**config.mk**
```make
export PLATFORM = sky130hd
export DESIGN_NAME = two_machine_flow_shop_scheduler
export DESIGN_NICKNAME = d
export VERILOG_FILES = /design/src/rtl/tmfs_pkg.sv /design/src/rtl/tmfs_span_unit.sv /design/src/rtl/two_machine_flow_shop_scheduler.sv
export VERILOG_INCLUDE_DIRS = /design/src /design/src/rtl
export SDC_FILE = /design/constraint.sdc
export NUM_CORES = 1
export LEC_CHECK = 0
export BUFFER_PORTS_ARGS = -buffer_cell sky130_fd_sc_hd__buf_2
export CAP_MARGIN = 0
export CORE_UTILIZATION = 50
export CTS_CLUSTER_DIAMETER = 100
export DETAILED_ROUTE_END_ITERATION = 12
export PLACE_DENSITY = 0.74
export SYNTH_ARGS = -nofsm -noshare
export SYNTH_HDL_FRONTEND = slang
export SYNTH_SLANG_ARGS = --single-unit
export TNS_END_PERCENT = 10
```
**constraint.sdc**
```tcl
create_clock -name aclk -period 5.54 [get_ports aclk]
set_input_delay 0.831 -clock aclk [delete_from_list [all_inputs] [get_ports aclk]]
set_output_delay 0.831 -clock aclk [all_outputs]
set_load 0.02 [all_outputs]
```
**src/rtl/assert_macros.svh**
```systemverilog
// Assertion macros shared by the scheduler RTL.
`ifndef ASSERT_MACROS_SVH
`define ASSERT_MACROS_SVH

// Clocked property check that is switched off while reset is held.
`define TMFS_ASSERT(lbl, clk, rstn, prop, msg) \
    lbl: assert property (@(posedge clk) disable iff (!rstn) prop) else $error(msg);

// Clocked property check that also holds during reset.
`define TMFS_ASSERT_ALWAYS(lbl, clk, prop, msg) \
    lbl: assert property (@(posedge clk) prop) else $error(msg);

`endif

```
**src/rtl/tmfs_pkg.sv**
```systemverilog
// Shared constants, types and state encoding of the flow-shop scheduler.
package tmfs_pkg;

    localparam int MAX_JOBS    = 16;
    localparam int TIME_W      = 16;
    localparam int IDX_W       = $clog2(MAX_JOBS);
    localparam int CNT_W       = $clog2(MAX_JOBS + 1);
    localparam int JOB_INDEX_W = 4;
    localparam int SPAN_W      = 21;
    localparam int ACC_W       = TIME_W + $clog2(MAX_JOBS) + 1;
    localparam int S_TDATA_W   = ((2 * TIME_W + 7) / 8) * 8;
    localparam int M_TDATA_W   = ((JOB_INDEX_W + SPAN_W + 7) / 8) * 8;

    typedef enum logic [2:0] {
        ST_LOAD,
        ST_PICK,
        ST_CMP,
        ST_PLACE,
        ST_FETCH,
        ST_ADD,
        ST_FOLD,
        ST_EMIT
    } state_t;

    typedef struct packed {
        logic clear;
        logic add;
        logic fold;
    } span_ctrl_t;

endpackage

```
**src/rtl/tmfs_span_unit.sv**
```systemverilog
// Makespan accumulator: running machine-1 sum and machine-2 finish time.
module tmfs_span_unit (
    input  logic                      aclk,
    input  tmfs_pkg::span_ctrl_t      ctrl,
    input  logic [tmfs_pkg::TIME_W-1:0] time_a,
    input  logic [tmfs_pkg::TIME_W-1:0] time_b,
    output logic [tmfs_pkg::ACC_W-1:0]  makespan
);

    localparam int ACC_W  = tmfs_pkg::ACC_W;

    logic [ACC_W-1:0]            sum1_reg, sum1_next;
    logic [ACC_W-1:0]            fin2_reg, fin2_next;
    logic [tmfs_pkg::TIME_W-1:0] hold_b_reg, hold_b_next;
    logic [ACC_W-1:0]            larger;

    // The add step and the fold step sit in separate cycles so that each
    // path holds a single adder.
    always_comb begin
        larger      = (sum1_reg > fin2_reg) ? sum1_reg : fin2_reg;
        sum1_next   = sum1_reg;
        fin2_next   = fin2_reg;
        hold_b_next = hold_b_reg;
        if (ctrl.clear) begin
            sum1_next = '0;
            fin2_next = '0;
        end else if (ctrl.add) begin
            sum1_next   = sum1_reg + ACC_W'(time_a);
            hold_b_next = time_b;
        end else if (ctrl.fold) begin
            fin2_next = larger + ACC_W'(hold_b_reg);
        end
    end

    always_ff @(posedge aclk) begin
        sum1_reg   <= sum1_next;
        fin2_reg   <= fin2_next;
        hold_b_reg <= hold_b_next;
    end

    assign makespan = fin2_reg;

endmodule

```
**src/rtl/two_machine_flow_shop_scheduler.sv**
```systemverilog
// Top level: job store, Johnson's-rule rank sequencer and result register.
// Loading accepts jobs while s_tready is high; the set starts scheduling on the job with s_tlast.
// Ranking uses one shared key comparator that checks each stored job against every stored job.
// The makespan pass then fetches, adds and folds each job in turn, and emission gives one result
// per cycle while the output is not stalled by m_tready.
// aresetn (synchronous, active low) clears the job count, drop flag and state.
`include "assert_macros.svh"

module two_machine_flow_shop_scheduler (
    input  logic                           aclk,
    input  logic                           aresetn,
    input  logic                           s_tvalid,
    output logic                           s_tready,
    // [15:0] time_m1, [31:16] time_m2
    input  logic [tmfs_pkg::S_TDATA_W-1:0] s_tdata,
    input  logic                           s_tlast,
    output logic                           m_tvalid,
    input  logic                           m_tready,
    // [3:0] job_index, [24:4] makespan, [31:25] zero
    output logic [tmfs_pkg::M_TDATA_W-1:0] m_tdata,
    output logic                           m_tlast,
    // [0] overflow
    output logic                           m_tuser
);

    localparam int MAX_JOBS = tmfs_pkg::MAX_JOBS;
    localparam int TIME_W   = tmfs_pkg::TIME_W;
    localparam int IDX_W    = tmfs_pkg::IDX_W;
    localparam int CNT_W    = tmfs_pkg::CNT_W;
    localparam int JIX_W    = tmfs_pkg::JOB_INDEX_W;
    localparam int SPAN_W   = tmfs_pkg::SPAN_W;
    localparam int ACC_W    = tmfs_pkg::ACC_W;
    localparam int PAD_W    = tmfs_pkg::M_TDATA_W - JIX_W - SPAN_W;

    tmfs_pkg::state_t state_reg, state_next;

    logic [CNT_W-1:0]  count_reg, count_next;
    logic              dropped_reg, dropped_next;
    logic [IDX_W-1:0]  i_reg, i_next;
    logic [IDX_W-1:0]  j_reg, j_next;
    logic [IDX_W-1:0]  rank_reg, rank_next;
    logic [TIME_W-1:0] cur_key_reg, cur_key_next;
    logic              cur_grp_reg, cur_grp_next;
    logic [IDX_W-1:0]  jsel_reg, jsel_next;

    logic              m_valid_reg, m_valid_next;
    logic [JIX_W-1:0]  m_index_reg, m_index_next;
    logic [SPAN_W-1:0] m_span_reg, m_span_next;
    logic              m_last_reg, m_last_next;
    logic              m_ovf_reg, m_ovf_next;

    // Job store: times for the makespan pass, key and group for ranking, and the ranked order.
    logic [TIME_W-1:0] m1_mem  [MAX_JOBS];
    logic [TIME_W-1:0] m2_mem  [MAX_JOBS];
    logic [TIME_W-1:0] key_mem [MAX_JOBS];
    logic              grp_mem [MAX_JOBS];
    logic [IDX_W-1:0]  ord_mem [MAX_JOBS];

    logic [TIME_W-1:0] in_m1, in_m2;
    logic              s_acc;
    logic              job_we;
    logic              ord_we;
    logic [IDX_W-1:0]  ord_addr;
    logic [IDX_W-1:0]  last_idx;
    logic              i_at_end, j_at_end;
    logic [IDX_W-1:0]  rank_rd_idx;
    logic [TIME_W-1:0] key_rd;
    logic              grp_rd;
    logic [IDX_W-1:0]  ord_rd;
    logic              hit;
    logic              out_free;
    logic [ACC_W-1:0]  makespan;

    tmfs_pkg::span_ctrl_t span_ctrl;

    assign in_m1    = s_tdata[TIME_W-1:0];
    assign in_m2    = s_tdata[2*TIME_W-1:TIME_W];
    assign s_acc    = s_tvalid && s_tready;
    assign last_idx = IDX_W'(count_reg - CNT_W'(1));
    assign i_at_end = (i_reg == last_idx);
    assign j_at_end = (j_reg == last_idx);
    assign out_free = !m_valid_reg || m_tready;

    assign rank_rd_idx = (state_reg == tmfs_pkg::ST_PICK) ? i_reg : j_reg;
    assign key_rd      = key_mem[rank_rd_idx];
    assign grp_rd      = grp_mem[rank_rd_idx];
    assign ord_rd      = ord_mem[i_reg];

    // Job j counts toward the current job's rank when it belongs to the same
    // group and has a smaller key, or an equal key and a later arrival.
    assign hit = (grp_rd == cur_grp_reg) &&
                 ((key_rd < cur_key_reg) || ((key_rd == cur_key_reg) && (j_reg > i_reg)));

    // The front group fills upward from position zero, the back group
    // downward from the last position.
    assign ord_addr = cur_grp_reg ? rank_reg
                                  : IDX_W'(count_reg - CNT_W'(1) - CNT_W'(rank_reg));

    always_comb begin
        state_next = state_reg;
        unique case (state_reg)
            tmfs_pkg::ST_LOAD: begin
                if (s_acc && s_tlast) begin
                    state_next = tmfs_pkg::ST_PICK;
                end
            end
            tmfs_pkg::ST_PICK:  state_next = tmfs_pkg::ST_CMP;
            tmfs_pkg::ST_CMP: begin
                if (j_at_end) begin
                    state_next = tmfs_pkg::ST_PLACE;
                end
            end
            tmfs_pkg::ST_PLACE: begin
                state_next = i_at_end ? tmfs_pkg::ST_FETCH : tmfs_pkg::ST_PICK;
            end
            tmfs_pkg::ST_FETCH: state_next = tmfs_pkg::ST_ADD;
            tmfs_pkg::ST_ADD:   state_next = tmfs_pkg::ST_FOLD;
            tmfs_pkg::ST_FOLD: begin
                state_next = i_at_end ? tmfs_pkg::ST_EMIT : tmfs_pkg::ST_FETCH;
            end
            tmfs_pkg::ST_EMIT: begin
                if (out_free && i_at_end) begin
                    state_next = tmfs_pkg::ST_LOAD;
                end
            end
            default: state_next = tmfs_pkg::ST_LOAD;
        endcase
    end

    always_comb begin
        s_tready      = 1'b0;
        job_we        = 1'b0;
        ord_we        = 1'b0;
        span_ctrl     = '0;
        count_next    = count_reg;
        dropped_next  = dropped_reg;
        i_next        = i_reg;
        j_next        = j_reg;
        rank_next     = rank_reg;
        cur_key_next  = cur_key_reg;
        cur_grp_next  = cur_grp_reg;
        jsel_next     = jsel_reg;
        m_valid_next  = m_valid_reg && !m_tready;
        m_index_next  = m_index_reg;
        m_span_next   = m_span_reg;
        m_last_next   = m_last_reg;
        m_ovf_next    = m_ovf_reg;
        unique case (state_reg)
            tmfs_pkg::ST_LOAD: begin
                s_tready = 1'b1;
                if (s_acc) begin
                    if (count_reg < CNT_W'(MAX_JOBS)) begin
                        job_we     = 1'b1;
                        count_next = count_reg + CNT_W'(1);
                    end else begin
                        dropped_next = 1'b1;
                    end
                    if (s_tlast) begin
                        i_next = '0;
                    end
                end
            end
            tmfs_pkg::ST_PICK: begin
                cur_key_next = key_rd;
                cur_grp_next = grp_rd;
                j_next       = '0;
                rank_next    = '0;
            end
            tmfs_pkg::ST_CMP: begin
                rank_next = rank_reg + IDX_W'(hit);
                j_next    = j_reg + IDX_W'(1);
            end
            tmfs_pkg::ST_PLACE: begin
                ord_we = 1'b1;
                i_next = i_at_end ? '0 : i_reg + IDX_W'(1);
                if (i_at_end) begin
                    span_ctrl.clear = 1'b1;
                end
            end
            tmfs_pkg::ST_FETCH: begin
                jsel_next = ord_rd;
            end
            tmfs_pkg::ST_ADD: begin
                span_ctrl.add = 1'b1;
            end
            tmfs_pkg::ST_FOLD: begin
                span_ctrl.fold = 1'b1;
                i_next = i_at_end ? '0 : i_reg + IDX_W'(1);
            end
            tmfs_pkg::ST_EMIT: begin
                if (out_free) begin
                    m_valid_next = 1'b1;
                    m_index_next = JIX_W'(ord_rd);
                    m_span_next  = SPAN_W'(makespan);
                    m_last_next  = i_at_end;
                    m_ovf_next   = dropped_reg;
                    if (i_at_end) begin
                        count_next   = '0;
                        dropped_next = 1'b0;
                    end else begin
                        i_next = i_reg + IDX_W'(1);
                    end
                end
            end
            default: begin
                s_tready = 1'b0;
            end
        endcase
    end

    always_ff @(posedge aclk) begin
        if (!aresetn) begin
            state_reg   <= tmfs_pkg::ST_LOAD;
            count_reg   <= '0;
            dropped_reg <= 1'b0;
            i_reg       <= '0;
            j_reg       <= '0;
            rank_reg    <= '0;
            m_valid_reg <= 1'b0;
        end else begin
            state_reg   <= state_next;
            count_reg   <= count_next;
            dropped_reg <= dropped_next;
            i_reg       <= i_next;
            j_reg       <= j_next;
            rank_reg    <= rank_next;
            m_valid_reg <= m_valid_next;
        end
    end

    always_ff @(posedge aclk) begin
        cur_key_reg <= cur_key_next;
        cur_grp_reg <= cur_grp_next;
        jsel_reg    <= jsel_next;
        m_index_reg <= m_index_next;
        m_span_reg  <= m_span_next;
        m_last_reg  <= m_last_next;
        m_ovf_reg   <= m_ovf_next;
    end

    // The key is the smaller time; the group bit marks a front-group job.
    always_ff @(posedge aclk) begin
        if (job_we) begin
            m1_mem[count_reg[IDX_W-1:0]]  <= in_m1;
            m2_mem[count_reg[IDX_W-1:0]]  <= in_m2;
            key_mem[count_reg[IDX_W-1:0]] <= (in_m1 < in_m2) ? in_m1 : in_m2;
            grp_mem[count_reg[IDX_W-1:0]] <= (in_m1 <= in_m2);
        end
    end

    always_ff @(posedge aclk) begin
        if (ord_we) begin
            ord_mem[ord_addr] <= i_reg;
        end
    end

    tmfs_span_unit u_span (
        .aclk     (aclk),
        .ctrl     (span_ctrl),
        .time_a   (m1_mem[jsel_reg]),
        .time_b   (m2_mem[jsel_reg]),
        .makespan (makespan)
    );

    assign m_tvalid = m_valid_reg;
    assign m_tdata  = {PAD_W'(0), m_span_reg, m_index_reg};
    assign m_tlast  = m_last_reg;
    assign m_tuser  = m_ovf_reg;

    `TMFS_ASSERT(a_last_starts_rank, aclk, aresetn, (s_acc && s_tlast) |=> (state_reg == tmfs_pkg::ST_PICK), "last request did not start ranking")
    `TMFS_ASSERT(a_count_bound, aclk, aresetn, count_reg <= CNT_W'(MAX_JOBS), "job count beyond capacity")
    `TMFS_ASSERT(a_emit_nonempty, aclk, aresetn, (state_reg == tmfs_pkg::ST_EMIT) |-> (count_reg != '0), "emitting an empty set")
    `TMFS_ASSERT(a_emit_done_clears, aclk, aresetn, (state_reg == tmfs_pkg::ST_EMIT && out_free && i_at_end) |=> (state_reg == tmfs_pkg::ST_LOAD && count_reg == '0 && !dropped_reg && m_tlast), "set not cleared after final result")

endmodule
```
==> flow_summary.json <==
{
  "setup_tns_ns": 0,
  "antenna_found_initial": 7,
  "cts_buffers": 98,
  "synth_top_area_share": 0.672,
  "drive_gt1_frac": 0.247,
  "clockBufferDepth": 3,
  "period_share": 0.955,
  "cp_top_family": "compound AO/OA/AOI/OAI gates",
  "grt_max_degree": 66,
  "synthCells": 2236,
  "postCtsHoldBufs": 0,
  "skew_ns": 0.0230,
  "rsz0062_at_grt": "no",
  "crit_path_frequent_cell": "ha_1",
  "die_y_um": 287,
  "synth_top_family_by_area": "multiplexers",
  "final_core_util": 0.572,
  "slew_headroom": 0.151,
  "gr-total-overflow": 0,
  "synth_top_area_cell": "edfxtp_1",
  "critPathMaxFanout": 10,
  "ioPinCount": 73,
  "critPathCaptureType": "register",
  "die-area_um2": 82600,
  "track_usage": 0.231,
  "grt_pass1_vias": 22000,
  "layout_setup_ws_ns": 0.252,
  "cts_root_buf": "clkbuf_16",
  "synth_cell_types": 66,
  "first_pass_iters": 6,
  "synthXorXnorAreaFrac": 0.00796,
  "routed_wl_um": 93800,
  "layout_min_cycle_time_ns": 5.29,
  "max_stage_delay_ns": 0.64,
  "die-width_um": 287,
  "layout_common_cells": "edfxtp_1, mux4_2, nand2_1, ha_1, clkbuf_16",
  "ys_ff_latch": 984,
  "via_count": 21600,
  "place.gp.congestion": 0.844,
  "synth_edf_count": 912,
  "crit_type": "register to register",
  "clk_pin_slew_ns": 0.06,
  "synth_compound_area_frac": 0.0406,
  "final_common_cell": "edfxtp_1",
  "clk_latency_ns": 0.67,
  "hold-worst-slack_ns": 0.472,
  "worstPathArrival_ns": 5.83,
  "hpwl_um": 54300,
  "required_ns": 6.09,
  "synthMuxAreaShare": 0.151,
  "irDropWorstVdd_mv": 0.304,
  "drc": 0,
  "finalHoldViolCount": 0,
  "p_leak_nw": 15.5,
  "initial_utilization": 0.506,
  "cts-htree-levels": 3,
  "p_per_area_nw_per_um2": 345,
  "path_cells": "nor3b_4 > mux2i_4 > buf_12 > mux4_2 > a211oi_1 > a31oi_1 > ha_1 > a21o_1 > a21o_1 > a21oi_1 > o21ai_0 > a2111oi_0 > o21a_1 > ha_1 > ha_1 > a22oi_1 > o22ai_1 > and2_1",
  "worst_slew_pin_slew_ns": 1.26,
  "max_freq_ghz": 0.189,
  "port_buffers": 65,
  "synthTopCellsByArea": "edfxtp_1, mux4_2, dfxtp_1",
  "clock-sinks": 984,
  "first_iter_violations": 2461,
  "crit_path_start_kind": "register",
  "area.growth.synth_to_final_pct": 13.2,
  "nets": 2516,
  "setup_violations": 0,
  "rows": 104,
  "ys_warn_count": 0,
  "final_max_slew_viol_count": 0,
  "async_flop_share": 0,
  "drv_cap": 0,
  "synthAdderAreaFrac": 0.0325,
  "synth_area_um2": 40700,
  "vias_per_cell": 6.14,
  "avgSynthCellArea_um2": 18.2,
  "wire_per_inst_um": 26.7,
  "core_um2": 80500,
  "status": "finished, final reports clean",
  "cts_tree": "yes",
  "synth_top_flop_cell": "edfxtp_1",
  "antenna_left": 0,
  "synth-simple-area-share": 0.0412,
  "worstHoldPathType": "register to register",
  "worst_path_max_delay_cell": "mux2i_4",
  "path_buf_inv": 1,
  "grt_pass1_wl_um": 140000,
  "ys_seq_area_frac": 0.708,
  "preCtsSetupSlack_ns": 0.147
}
-- report_power, final --
part           leakage, nW  internal, W  total, W  switching [W]
sequential            8.89      0.00827   0.00834      0.0000661
combinational         5.04     0.000306  0.000822       0.000515
clock                 1.59      0.00390   0.00673        0.00283
-- final timing paths --
path,start,end,slack (ns),depth (start not counted)
hold / removal,dropped_reg$_SDFFE_PN0P_,m_tuser$_DFFE_PP_,0.47,0
setup reg to reg,state_reg[1]$_SDFFE_PN0P_,rank_reg[1]$_SDFFE_PN0P_,0.25,18
setup / recovery,state_reg[1]$_SDFFE_PN0P_,rank_reg[1]$_SDFFE_PN0P_,0.25,18
hold reg to reg,dropped_reg$_SDFFE_PN0P_,m_tuser$_DFFE_PP_,0.47,0
-- cell usage after synthesis (15+ instances only) --
master and instances:
nor3_1 20, nand3_1 28, nand4_1 15, a211oi_1 29, mux2_2 36, ha_1 101, edfxtp_1 912, nor2_1 81
buf_1 18, a21oi_1 72, inv_1 87, clkbuf_1 66, a31oi_1 20, nand2_1 150, dfxtp_1 72, mux4_2 248
a21o_1 17, xnor2_1 27, o21ai_0 39, and2_1 25
-- per-stage QoR --
| stage | cell area [um^2] | cells | power [W] |
|---|---|---|---|
| CTS | 46000 | 3514 | 0.0160 |
| global placement | 42700 | 3333 | 0.00926 |
| floorplan | 40700 | 2242 | 0.00900 |
| global route | 46100 | 3517 | 0.0164 |
| detailed placement | 42700 | 3333 | 0.00931 |
| finish | 46100 | 3518 | 0.0159 |
-- repair_timing --
| action | in CTS | in global routing |
|---|---|---|
| endpoints found under the setup margin | 0 | 11 |
| buffers inserted | 0 | 2 |
| gates resized for setup | 0 | 3 |
-- area by class of cell --
class,instances,area (um^2)
Tap cell,1060,1330
Clock inverter,67,769
Multi-Input combinational cell,1067,11300
Antenna cell,2,5.00
Clock buffer,114,2520
Timing Repair Buffer,135,963
Inverter,89,334
Sequential cell,984,28800
Fill cell,5717,34500
-- per-layer routing --
layer | vias up | wire length (um) | GRT usage
li1 | 9249 | - | -
met1 | 11300 | 37300 | 0.313
met2 | 915 | 47300 | 0.390
met3 | 155 | 6760 | 0.0343
met4 | 4 | 2450 | 0.0693
met5 | - | 20 | 0
-- cell families after synthesis --
kind of cell,Yosys count
multiplexers,299
flip-flops,984
AO/OA/AOI/OAI,254
buffers and inverters,191
AND/OR/NAND/NOR,366
other,1
XOR/XNOR,37
adder cells (fa/ha/maj),104
Note: power is estimated with default switching activity, not from simulation.
